### config.mk
export PLATFORM = sky130hd
export DESIGN_NAME = dgn_ctrl
export DESIGN_NICKNAME = d
export VERILOG_FILES = /design/src/design/dgn_pkg.sv /design/src/design/dgn_ctrl.sv
export SDC_FILE = /design/constraint.sdc
export NUM_CORES = 1
export LEC_CHECK = 0
export BUFFER_PORTS_ARGS = -buffer_cell sky130_fd_sc_hd__buf_2
export CAP_MARGIN = 10
export CORE_AREA = 10 10 47 49
export DETAILED_ROUTE_END_ITERATION = 7
export DIE_AREA = 0 0 57 59
export GPL_TIMING_DRIVEN = 0
export PLACE_DENSITY_LB_ADDON = 0.15
export SETUP_SLACK_MARGIN = 0.5
export SYNTH_ARGS = -nofsm -noshare
export SYNTH_HDL_FRONTEND = slang
export SYNTH_SLANG_ARGS = --single-unit
### constraint.sdc
create_clock -name clk -period 1.5 [get_ports clk]
set_input_delay 0.225 -clock clk [delete_from_list [all_inputs] [get_ports clk]]
set_output_delay 0.225 -clock clk [all_outputs]
set_load 0.01 [all_outputs]
### src/design/dgn_pkg.sv
// ----------------------------------------------------------------------------
// dgn_pkg
// Shared types and constants for the depth to greyscale normalizer.
// ----------------------------------------------------------------------------
package dgn_pkg;

	localparam int MAX_POINTS_DEF = 64;
	localparam int DATA_W = 32;
	localparam int GREY_W = 8;
	localparam int STEP_W = $clog2(GREY_W);

	localparam logic signed [DATA_W-1:0] DEPTH_MIN_RST = 32'sh7fff_ffff;
	localparam logic signed [DATA_W-1:0] DEPTH_MAX_RST = 32'sh8000_0000;

	typedef struct packed {
		logic accept;
		logic rd;
		logic diff;
		logic scale;
		logic div_step;
		logic push;
	} dgn_cmd_t;

	typedef struct packed {
		logic is_last;
		logic out_free;
	} dgn_stat_t;

endpackage

### src/design/dgn_ctrl.sv
// ----------------------------------------------------------------------------
// dgn_ctrl
// Controller state machine: loads points, then steps the datapath through
// read, span, scale, division and output for each stored point.
// ----------------------------------------------------------------------------
module dgn_ctrl (
	input  logic                clk,
	input  logic                arst_n,
	input  logic                in_valid,
	input  logic                final_point,
	output logic                in_ready,
	input  dgn_pkg::dgn_stat_t  stat,
	output dgn_pkg::dgn_cmd_t   cmd
);

	localparam logic [2:0] ST_LOAD  = 3'd0;
	localparam logic [2:0] ST_RD    = 3'd1;
	localparam logic [2:0] ST_DIFF  = 3'd2;
	localparam logic [2:0] ST_SCALE = 3'd3;
	localparam logic [2:0] ST_DIV   = 3'd4;
	localparam logic [2:0] ST_PUSH  = 3'd5;

	localparam logic [dgn_pkg::STEP_W-1:0] STEP_LAST = dgn_pkg::STEP_W'(dgn_pkg::GREY_W - 1);

	logic [2:0]                  state_q;
	logic [2:0]                  state_d;
	logic [dgn_pkg::STEP_W-1:0]  step_q;

	assign in_ready = (state_q == ST_LOAD);

	always_comb begin
		cmd = '0;
		state_d = state_q;
		case (state_q)
			ST_LOAD: begin
				cmd.accept = in_valid;
				if (in_valid && final_point) begin
					state_d = ST_RD;
				end
			end
			ST_RD: begin
				cmd.rd = 1'b1;
				state_d = ST_DIFF;
			end
			ST_DIFF: begin
				cmd.diff = 1'b1;
				state_d = ST_SCALE;
			end
			ST_SCALE: begin
				cmd.scale = 1'b1;
				state_d = ST_DIV;
			end
			ST_DIV: begin
				cmd.div_step = 1'b1;
				if (step_q == STEP_LAST) begin
					state_d = ST_PUSH;
				end
			end
			ST_PUSH: begin
				if (stat.out_free) begin
					cmd.push = 1'b1;
					state_d = stat.is_last ? ST_LOAD : ST_RD;
				end
			end
			default: begin
				state_d = ST_LOAD;
			end
		endcase
	end

	always_ff @(posedge clk or negedge arst_n) begin
		if (!arst_n) begin
			state_q <= ST_LOAD;
			step_q <= '0;
		end else begin
			state_q <= state_d;
			if (cmd.div_step) begin
				step_q <= (step_q == STEP_LAST) ? '0 : step_q + 1'b1;
			end
		end
	end

endmodule

==> results summary, run 1 <==
The clock net sink count came out at 6. The global-route usage over all layers is 0.0576. The number of failing hold endpoints at the final stage came out at 0.

The first global-routing pass estimated 1460 um of wire. The total wirelength of the detailed-routed design came out at 943 um. The largest net degree at the start of global routing came out at 9.

At the later pin of the worst-skew pair, clock insertion delay measures 0.25 ns. The number of cells traversed by the worst hold path came out at 3. Synthesis inferred 6 register bits. The post-CTS clock slew at the launch and capture registers of the worst setup and hold paths is approximately 0.040 ns. The clock tree root driver cell is clkbuf_4. The cell that appears most often on the critical path is buf_6. Prior to clock tree synthesis, the placed netlist has a worst setup slack of 0.217 ns.

The critical path class is reg2out. The number of filler instances in the final layout came out at 133. In the final layout, flip-flops and latches occupy 151 um^2. The count of placed standard cells including taps came out at 61. The peak supply drop came out at 0.000981 V. The via count of the first global-routing pass came out at 356. The overflow left after global routing came out at 0. The sequential cell area fraction in the yosys report is 0.424. The instance count of the mapped netlist is 33. TritonCTS built the clock tree. The total via count in the routed design came out at ~340. The count of antenna-violating nets left after detailed routing is 0. Buffers inserted during clock tree synthesis total 3. The multi-input combinational cells in the finished layout cover a total of 260 um^2.

In the final layout, the share of cells above drive strength 1 is 0.759. Before antenna repair, the detailed router went through 5 iterations. Setup repair after global routing could not meet its margin everywhere. The launching element type of the critical path is a register. The clock share of power came out at 0.112. The most frequent standard cell in the layout excluding fill and tap cells is buf_2. For hold timing, the worst endpoint is state_q[0]$_DFFE_PN0P_. The total count of max-transition violations in the final report is 0. The worst path meets setup with between 0.09 and 0.1 ns of slack. In this run the critical register-to-register path is captured at step_q[0]$_DFFE_PN0N_. The count of synthesis-stage warnings from yosys came out at 0. The critical-path cell with the highest stage delay is dfrtp_1. The detailed-placement wirelength estimate came out at 642 um. Across all register-to-register paths, the minimum setup slack is 0.24 ns.

The count of standard-cell rows is 14. The H-tree depth came out at 1. The number of library cell types mapped by synthesis is 19. The element type at the critical path end is a primary output. The die is 59 um tall. The ratio of final minimum period to clock period is 0.939.

At the end of the flow, the number of nets in the layout was 68. The tightest min-delay check is of the in2reg type. The power per standard cell area is 2120 nW/um^2. The floorplan step defined a core boundary enclosing ~1400 um^2. The switching power as a share of total power came out at 0.358.

The share of total power dissipated in sequential elements is 0.225. Setup violations remaining at the end of the flow were counted as 0. The arrival time of the worst setup path is 1.18 ns.

Data on the critical path is required at its endpoint by 1.27 ns. The number of nets handed over by synthesis was 41. Summed over all nets, the switching power comes to 0.000477 W. The remaining design rule violation count came out at 0.

The internal power consumption came out at roughly 0.00086 W. The final instance count without filler cells is 74. The count of antenna diodes in the layout is 0.

In the routed layout, each cell is associated on average with a via count of 4.55. The area enclosed by the die boundary is about 3400 um^2. The clock period minus worst slack is 1.41 ns. Headroom to the max-slew limit came out at 0.876. In this run the critical register-to-register path is launched from state_q[1]$_DFFE_PN0P_. For this configuration, the core starts out at a cell density of 0.253.

Traced cell by cell, the critical path runs through buf_6 > or2_4 > nor2_4 > buf_6. The growth of design area from synthesis to finish is 77.4%. The longest clock path from root to sink contains 2 buffers. The number of antenna violations at the first check in global routing came out at 0. The sum of negative setup slack came out at 0 ns.

The source of the worst hold timing path is final_point. The DRC violation total after the first TritonRoute iteration came out at 3. During I/O placement, the number of pins put on the boundary was 13. The logic gate share of total power is 0.663. Across the run, the number of max-cap violations was 0.

The final routed wire length divided by cell count is between 10 and 15 um. The largest clock skew in the final design came out at 0.000977 ns. The die is 57 um wide. The peak per-stage delay on the critical path is 0.37 ns. Port buffering added 12 buffers.

The run finished with clean final reports. The worst-case reg-to-reg path depth came out at 4. The summed instance area of the synthesized netlist is between 300 and 400 um^2. The transition time at the pin with the least slew margin is 0.185 ns.

The average size of a mapped cell came out at about 11 um^2. In the layout the commonest cells are buf_2, buf_4, dfrtp_1. The final weighted congestion of routability-driven global placement came out at 0.650. The highest clock frequency the design can meet came out at 710 MHz. The maximum fanout along the worst path came out at 7.

In this run the static leakage power is 0.305 nW.
## through the flow
step	hold WS (ns)	power, W	util	area [um^2]
final	0.276	0.00133	0.448	628
after global routing	0.279	0.00144	0.448	628
after CTS	0.273	0.00118	0.406	569
after detailed placement	0.0562	0.000856	0.323	453
after global placement	0.0516	0.000832	0.323	453
after floorplan	-0.0706	0.000705	-	373
## Yosys cell counts, drive strengths merged
library cell  n  area [um^2]
nor3          1         5.00
nand2b        1         6.26
nor2b         1         6.26
nor3b         2         26.3
xnor2         1         8.76
ha            2         25.0
nor2          5         18.8
o22ai         1         6.26
and2          2         12.5
a21oi         1         5.00
or2           1         6.26
inv           1         3.75
dfrtp         6          150
and3          1         6.26
mux2          3         45.0
nand2         1         3.75
buf           2         10.0
o32ai         1         8.76
## power by group through the flow
| stage | Sequential [W] | Combinational [W] | Clock, W |
|---|---|---|---|
| finish | 0.000300 | 0.000884 | 0.000149 |
| global route | 0.000304 | 0.000971 | 0.000169 |
| CTS | 0.000293 | 0.000739 | 0.000152 |
| detailed placement | 0.000297 | 0.000559 | 0 |
| global placement | 0.000293 | 0.000539 | 0 |
| floorplan | 0.000282 | 0.000424 | 0 |
## per-layer routing
metal	vias up	global-route usage	wire length [um]	part of all wire
met5	-	0	0	0
met4	0	0.0503	27	0.029
met3	4	0.0365	95	0.10
met2	18	0.0822	429	0.45
met1	153	0.0574	391	0.41
li1	162	-	-	-
## worst max-delay path by stage
stage	endpoint	slack, ns	from
floorplan	step_q[0]$_DFFE_PN0N_	0.24	state_q[0]$_DFFE_PN0P_
global placement	step_q[1]$_DFFE_PN0N_	0.25	state_q[2]$_DFFE_PN0P_
detailed placement	step_q[0]$_DFFE_PN0N_	0.22	state_q[2]$_DFFE_PN0P_
CTS	cmd[3]	0.09	state_q[0]$_DFFE_PN0P_
global route	cmd[5]	0.05	state_q[0]$_DFFE_PN0P_
finish	cmd[3]	0.09	state_q[0]$_DFFE_PN0P_
## worst max-delay path: cells and delay by family (launching register included)
family / cells / cell delay (ns)
flip-flops: 1 / 0.37
buffers and inverters: 2 / 0.23
AND/OR/NAND/NOR: 2 / 0.33
## kinds of logic after synthesis
kind of cell | share of synthesized area
XOR/XNOR | 0.0247
buffers and inverters | 0.0389
AND/OR/NAND/NOR | 0.258
AO/OA/AOI/OAI | 0.0565
adder cells (fa/ha/maj) | 0.0707
flip-flops | 0.424
multiplexers | 0.127
## what timing repair did
| item | 4_1_cts | 5_1_grt |
|---|---|---|
| setup endpoints to repair | 11 | 12 |
| hold endpoints to repair | 6 | 0 |
| gates resized for setup | 9 | 7 |
| hold buffers | 1 | 0 |
| buffers inserted | 6 | 3 |
| pin swaps | 4 | 3 |
## state kept, by name (all words and copies together) (netlist names)
signal   cells
step_q       3
state_q      3
## area by class of cell
| class | count | share of cell area |
|---|---|---|
| multi-input combinational | 24 | 0.414 |
| sequential | 6 | 0.241 |
| timing repair buffer | 22 | 0.235 |
| clock buffer | 3 | 0.0359 |
| buffer | 2 | 0.0359 |
| tap | 16 | 0.0319 |
| inverter | 1 | 0.00598 |
Power figures use the tool's default switching activity.
==> inputs of run 2 (changes only) <==
==> constraint.sdc (replaced) <==
create_clock -name clk -period 1.5 [get_ports clk]
set_input_delay 0.225 -clock clk [delete_from_list [all_inputs] [get_ports clk]]
set_output_delay 0.225 -clock clk [all_outputs]
set_load 0.1 [all_outputs]
==> run 2 against run 1 <==
  * The flow now finishes with violations (setup timing)
  * Final cell count decreased by 1.4%
  * Die area is the same
  * Critical path depth unchanged
  * Non-clock buffer count decreased by 2
  * Worst setup slack worse by 0.11 ns
  * First-iteration DRC count rose by 33%
  * Via count did not move
==> results summary, run 2 (synthesis gave the netlist of run 1 again) <==
The DRC violation total after the first TritonRoute iteration came out at 4 (+1). The core box area came out at 1400 um^2 (unchanged). The element type at the critical path end is a primary output. In this run the clock root is driven by a clkbuf_4. The worst-case setup slack after placement is -0.0505 ns (-0.268 ns).

The endpoint identified for the worst register-to-register timing path is step_q[1]$_DFFE_PN0N_. The x dimension of the die came out at 57 um (unchanged). The global-route usage over all layers is 0.0667 (+0.00910). The sum of negative setup slack is -0.0319 ns (-0.0319 ns). The startpoint identified for the worst register-to-register timing path is state_q[1]$_DFFE_PN0P_. The final setup violation count is 2 (+2). The startpoint identified for the worst hold timing path is final_point.

The wire length of the first global-routing pass is 1740 um (+19%). For hold timing, the worst endpoint is state_q[0]$_DFFE_PN0P_. The checks that failed: setup timing.

Setup repair after global routing could not meet its margin everywhere. The total via count in the routed design is 337 (unchanged). The library cell used most frequently in the layout, excluding fill and tap cells, is buf_12. The detailed-placement wirelength estimate was 776 um (+21%). The critical-path cell with the highest stage delay is dfrtp_1.

The clock net sink count is 6 (unchanged). The number of top-level pins is 13 (unchanged). The run finished, with violations left.

The overflow left after global routing came out at 0 (unchanged). The register-to-register setup slack is 0.13 ns (-0.11 ns). In the final layout, the registers with the most flip-flops are state_q (3), step_q (3).

The clock network latency to the later pin of the worst-skew pair came out at 0.25 ns (about the same). The final weighted congestion of routability-driven global placement came out at 0.738 (+14%). Walking the worst path, the cells encountered are buf_6 > nor3_4 > and2_4 > buf_12. The count of antenna diodes in the layout is 0 (unchanged).

The clock period minus worst slack is 1.52 ns (+0.110 ns). TritonCTS built the clock tree. The maximum buffer depth of the clock tree came out at 2 (unchanged). The worst-case reg-to-reg path depth was 4 (unchanged).

The arrival time of the worst setup path came to 1.29 ns (+0.11 ns). The vertical die dimension was 59 um (unchanged). The total wirelength of the detailed-routed design is 1100 um (+16%).

The final routed wire length divided by cell count is 15.0 um (+18%). The core utilization of the finished layout is 0.504 (+0.0563). The launching element type of the critical path is a register. The ratio of final minimum period to clock period came to 1.01 (+0.0736). The peak per-stage delay on the critical path came out at 0.37 ns (about the same). The layout net count is 66 (-2.9%).

The number of cells traversed by the worst hold path was 3 (unchanged). The largest clock skew in the final design was 0.0103 ns (+0.00929 ns). The count of antenna-violating nets left after detailed routing is 0 (unchanged). The min-delay analysis places its worst path in the category in2reg. In the layout the commonest cells are buf_12, buf_6, buf_2, buf_4, dfrtp_1. The number of antenna violations at the first check in global routing came out at 0 (unchanged). The kind of cell adding the most delay to the critical path is flip-flops.

The number of I/O port buffers is 12 (unchanged). The initial core utilization came out at 0.253 (unchanged). The total count of max-transition violations in the final report came out at 0 (unchanged). The largest net degree at the start of global routing came out at 10 (+1). The setup slack of the critical path after layout came out at -0.0186 ns (-0.110 ns). The remaining design rule violation count is 0 (unchanged). The highest clock frequency the design can meet came out at 658 MHz (-7.3%). The required time of the critical path came out at 1.27 ns (about the same). The number of max-cap violations came out at 0 (unchanged). The count of standard-cell rows is 14 (unchanged). The worst relative slew slack came to 0.836 (-0.0405). The post-CTS clock slew at the launch and capture registers of the worst setup and hold paths was 0.06 ns (+0.02 ns). The combined buffer and inverter count along the critical path came out at 2 (unchanged).

The number of failing hold endpoints at the final stage came to 0 (unchanged). The maximum fanout along the worst path is 7 (unchanged). The H-tree depth is 1 (unchanged).

The per-cell via count in the routed design came out at 4.62 (+1.4%). The critical path class is reg2out. The number of CTS-inserted buffers came to 3 (unchanged). The area enclosed by the die boundary came to 3360 um^2 (unchanged). The transition time at the pin with the least slew margin came to 0.246 ns (+0.0605 ns). The number of iterations in the first detailed-routing pass is 2 (-3). The number of filler instances in the final layout came out at 129 (-3.0%). The via count of the first global-routing pass came to 381 (+7.0%). The growth of design area from synthesis to finish came out at 99.6%. The fraction of layout cells with a size suffix above 1 came out at 0.684 (-0.0744).
[run 2: cell type report]
type / count / area (um^2) / area share
tap: 16 / 20.0 / 0.0283
clock buffer: 4 / 26.3 / 0.0372
timing repair buffer: 20 / 226 / 0.320
sequential: 6 / 151 / 0.214
multi-input combinational: 24 / 256 / 0.363
buffer: 2 / 22.5 / 0.0319
inverter: 1 / 3.75 / 0.00531
[run 2: worst reg2reg max path, cell delays in order (launching register included)]
cell	delay [ns]
dfrtp_1	0.37
buf_6	0.14
nor3b_4	0.28
buf_6	0.16
mux2_4	0.30
[run 2: worst max path at each step]
stage | from | end | cells past startpoint
2_1_floorplan | state_q[0]$_DFFE_PN0P_ | cmd[5] | 3
3_3_place_gp | state_q[1]$_DFFE_PN0P_ | cmd[1] | 3
3_5_place_dp | state_q[1]$_DFFE_PN0P_ | cmd[1] | 3
4_1_cts | state_q[1]$_DFFE_PN0P_ | cmd[5] | 4
5_1_grt | state_q[1]$_DFFE_PN0P_ | cmd[5] | 4
6_report | state_q[1]$_DFFE_PN0P_ | cmd[5] | 4
[run 2: layer usage]
metal,global-route usage,vias to the layer above,share of wire
li1,-,161,-
met1,0.0586,171,0.35
met2,0.119,5,0.58
met3,0.0343,0,0.068
met4,0.0403,0,0
met5,0,-,0
[run 2: timing repair]
item,4_1_cts,5_1_grt
resized for setup,32,4
buffers inserted,5,2
endpoints found under the setup margin,11,11
endpoints found under the hold margin,6,0
pin swaps,4,2
hold buffers,1,0
[run 2: metrics by stage]
stage,hold slack [ns],cell area (um^2),std cells
6_report,0.276,707,73
3_5_place_dp,0.0601,480,61
4_1_cts,0.270,669,71
2_1_floorplan,-0.0706,400,33
5_1_grt,0.304,707,73
3_3_place_gp,0.0585,480,61
Power of run 2 is not shown: default switching activity piles up to over one toggle a cycle in this logic, so the estimate is an artifact.
==> inputs of run 3 (changes only) <==
--- a/config.mk
+++ b/config.mk
@@ -5,6 +5,7 @@
 export SDC_FILE = /design/constraint.sdc
 export NUM_CORES = 1
 export LEC_CHECK = 0
+export ABC_AREA = 1
 export BUFFER_PORTS_ARGS = -buffer_cell sky130_fd_sc_hd__buf_2
 export CAP_MARGIN = 10
 export CORE_AREA = 10 10 47 49
@@ -13,6 +14,7 @@
 export GPL_TIMING_DRIVEN = 0
 export PLACE_DENSITY_LB_ADDON = 0.15
 export SETUP_SLACK_MARGIN = 0.5
+export SKIP_LAST_GASP = 1
 export SYNTH_ARGS = -nofsm -noshare
 export SYNTH_HDL_FRONTEND = slang
 export SYNTH_SLANG_ARGS = --single-unit
==> run 3 against run 2 <==
  * The run now ends clean
  * Largest cell class is now buffers
  * Hold slack gained 0.023 ns
  * Cell area grew 13%
  * Critical path depth is the same
  * Register-to-register slack is essentially flat
  * Highest routed layer unchanged
  * First-iteration DRC count shrank 50%
  * Clock-buffer cell count is the same
  * Clock skew grew 0.0045 ns
  * Synthesized area grew 5.7%
  * Sequential share of layout area shrank 2.3 points
==> results summary, run 3 <==
The run finished with clean final reports. The highest clock frequency the design can meet came to 673 MHz (+2.2%). The overflow left after global routing is 0 (unchanged).

The wire length of the first global-routing pass was 1720 um (-1.2%). The xor-xnor portion of the synthesized cell area is 0 (-0.0247). The clock period minus worst slack came out at 1.49 ns (-0.0323 ns). The total count of max-transition violations in the final report is 0 (unchanged).

The final routed wire length divided by cell count was 10.5 um (-30%). The H-tree depth came out at 1 (unchanged). The area fraction in compound gates after synthesis is 0.0769 (+0.0204). The global-route usage over all layers came out at 0.0642 (-0.00254). The synthesized netlist net count is 59 (+44%). The largest clock skew in the final design is 0.0148 ns (+0.00453 ns).

The required time of the critical path came out at 1.27 ns (about the same). Relative to the synthesized area, the layout overhead comes to 113%. Among all cell types in the netlist, the one instantiated most often is nand2_1. The count of antenna diodes in the layout was 0 (unchanged).

For this run, the leading register cell type out of synthesis is dfrtp_1. The worst slack on hold paths was 0.299 ns (+0.0234 ns). The combined buffer and inverter count along the critical path came out at 1 (-1). The number of max-cap violations is 0 (unchanged).

The number of flops mapped to enable cells by yosys is 0 (unchanged). The maximum buffer depth of the clock tree came to 2 (unchanged). The total wirelength of the detailed-routed design came out at 1000 um (-8.7%). The worst hold path class is in2reg. The vertical die dimension is 59 um (unchanged).

The post-synthesis mux area share came out at 0 (-0.127). The core box area came to 1400 um^2 (unchanged). The via count of the first global-routing pass is 393 (+3.1%). The per-cell via count in the routed design came out at 4.20 (-9.0%). The area share of the largest cell type after synthesis is 0.401 (-0.0227). The x dimension of the die is 57 um (unchanged). Setup repair after global routing could not meet its margin everywhere. The remaining design rule violation count is 0 (unchanged). The count of standard-cell rows is 14 (unchanged). The largest net degree at the start of global routing is 11 (+1). The count of synthesis-stage warnings from yosys is 0 (unchanged). For this design, the slowest cell found on the critical path is dfrtp_2. The number of library cell types mapped by synthesis is 15 (-4). In this run the most critical hold path is launched from stat[0].

The most repeated library cell on the critical path is nor2_4. The critical path goes through nor2_4 > nand2_4 > nor2_4 > buf_12. The post-synthesis share of cell area spent on full adders, half adders and majority gates is 0.0669 (-0.00378). The transition time at the pin with the least slew margin is 0.184 ns (-0.0615 ns). The summed instance area of the synthesized netlist is 374 um^2 (+5.7%).

The area enclosed by the die boundary is 3360 um^2 (unchanged). The maximum fanout along the worst path came to 4 (-3). Counting instances in the post-synthesis netlist gives the leading cell types as nand2_1, dfrtp_1, nor2_1, inv_1. The critical path is of the reg2out type.

The number of antenna violations at the first check in global routing is 0 (unchanged). The peak per-stage delay on the critical path came out at 0.44 ns (+0.07 ns). The fraction of layout cells with a size suffix above 1 came out at 0.620 (-0.0640). The top cell type by total area after synthesis is dfrtp_1. The main combinational cell family by area after synthesis is simple AND/OR/NAND/NOR gates. By area the synthesized netlist is led by dfrtp_1, nand2_1, ha_1. The kind of cell adding the most delay to the critical path is flip-flops. The number of top-level pins is 13 (unchanged).

The instance count of the mapped netlist is 51 (+55%). The clock network latency to the later pin of the worst-skew pair is 0.25 ns (about the same). The worst relative slew slack is 0.877 (+0.0408).

The most frequent standard cell in the layout excluding fill and tap cells is nand2_1. The worst setup path is launched from a register. The number of iterations in the first detailed-routing pass came out at 2 (unchanged). TritonCTS built the clock tree.

The worst setup path is captured at a primary output. The proportion of synthesized flip-flops having asynchronous set or reset is 1.00 (unchanged). The largest registers in the layout are state_q (3), step_q (3). The total of flip-flops plus latches after synthesis is 6 (unchanged). The number of I/O port buffers is 12 (unchanged). The initial core utilization came out at 0.267 (+0.0143). The layout net count is 88 (+33%).

The sequential cell area fraction in the yosys report is 0.401 (-0.0227). The startpoint of the worst setup timing path is state_q[1]$_DFFE_PN0P_. The post-CTS clock slew at the launch and capture registers of the worst setup and hold paths came out at 0.06 ns (about the same). Leaving out fill and tap cells, the most frequent cells in the layout are nand2_1, buf_6, buf_12, buf_4. The count of antenna-violating nets left after detailed routing was 0 (unchanged).

The total via count in the routed design is 399 (+18%). The final weighted congestion of routability-driven global placement came to 0.683 (-7.5%). The clock net sink count is 6 (unchanged). The number of failing hold endpoints at the final stage is 0 (unchanged). The startpoint of the worst register-to-register path is state_q[1]$_DFFE_PN0P_. The simple-gate portion of the synthesized area came out at 0.361 (+0.103).

The average size of a mapped cell is 7.34 um^2 (-32%). The final setup violation count is 0 (-2). The tree is rooted in a clkbuf_4. The DRC violation total after the first TritonRoute iteration came out at 2 (-2).

The detailed-placement wirelength estimate came out at 649 um (-16%). The number of CTS-inserted buffers came out at 3 (unchanged). The ratio of final minimum period to clock period came out at 0.991 (-0.0216). The arrival time of the worst setup path was 1.26 ns (-0.03 ns).
## run 3: timing repair
action	CTS	global route
pin swaps	5	4
resized for setup	33	3
hold buffers	1	0
buffers inserted	7	4
hold endpoints to repair	6	0
endpoints found under the setup margin	12	13
## run 3: metrics by stage
stage	setup TNS [ns]	area, um^2	util	instances	worst slack [ns]
2_1_floorplan	-0.0404	462	-	51	-0.0404
3_3_place_gp	-0.0362	542	0.387	79	-0.0199
3_5_place_dp	-0.0400	542	0.387	79	-0.0206
4_1_cts	-0.00795	756	0.539	91	-0.00795
5_1_grt	-0.0909	798	0.570	95	-0.0399
6_report	0	798	0.570	95	0.0137
## run 3: path summary, 6_finish.rpt
check / endpoint / slack [ns] / cells past startpoint
max: cmd[5] / 0.01 / 4
min: state_q[0]$_DFFE_PN0P_ / 0.30 / 3
max reg2reg: state_q[2]$_DFFE_PN0P_ / 0.12 / 7
min reg2reg: step_q[0]$_DFFE_PN0N_ / 0.48 / 1
max in group asynchronous: state_q[2]$_DFFE_PN0P_ / 1.02 / 2
min in group asynchronous: state_q[0]$_DFFE_PN0P_ / 0.32 / 2
## run 3: cell families (layout without fill, tap and decap cells)
kind of cell,count (synthesis),after routing
compound gates,4,4
simple gates,30,30
buf+inv,9,37
flops,6,6
fa+ha+maj,2,2
## run 3: final cells by class
class	instances	area (um^2)
fillers	128	603
multi-input cells	36	258
repair buffers	24	284
flip-flops and latches	6	153
clock buffers	4	26.3
inverters	8	46.3
well taps	16	20.0
plain buffers	1	11.3
## run 3: metal layers
| layer | vias up | wire [um] | GRT usage |
|---|---|---|---|
| li1 | 216 | - | - |
| met1 | 177 | 396 | 0.0659 |
| met2 | 6 | 543 | 0.105 |
| met3 | 0 | 59 | 0.0279 |
| met4 | 0 | 0 | 0.0403 |
| met5 | - | 0 | 0 |
## run 3: worst register-to-register path, cell delays in order (launching register included)
cell	delay [ns]
dfrtp_2	0.44
nor2_4	0.19
buf_4	0.14
buf_6	0.08
buf_6	0.08
buf_6	0.09
nand3_1	0.08
a21boi_1	0.14
Power of run 3 is left out for the same reason.
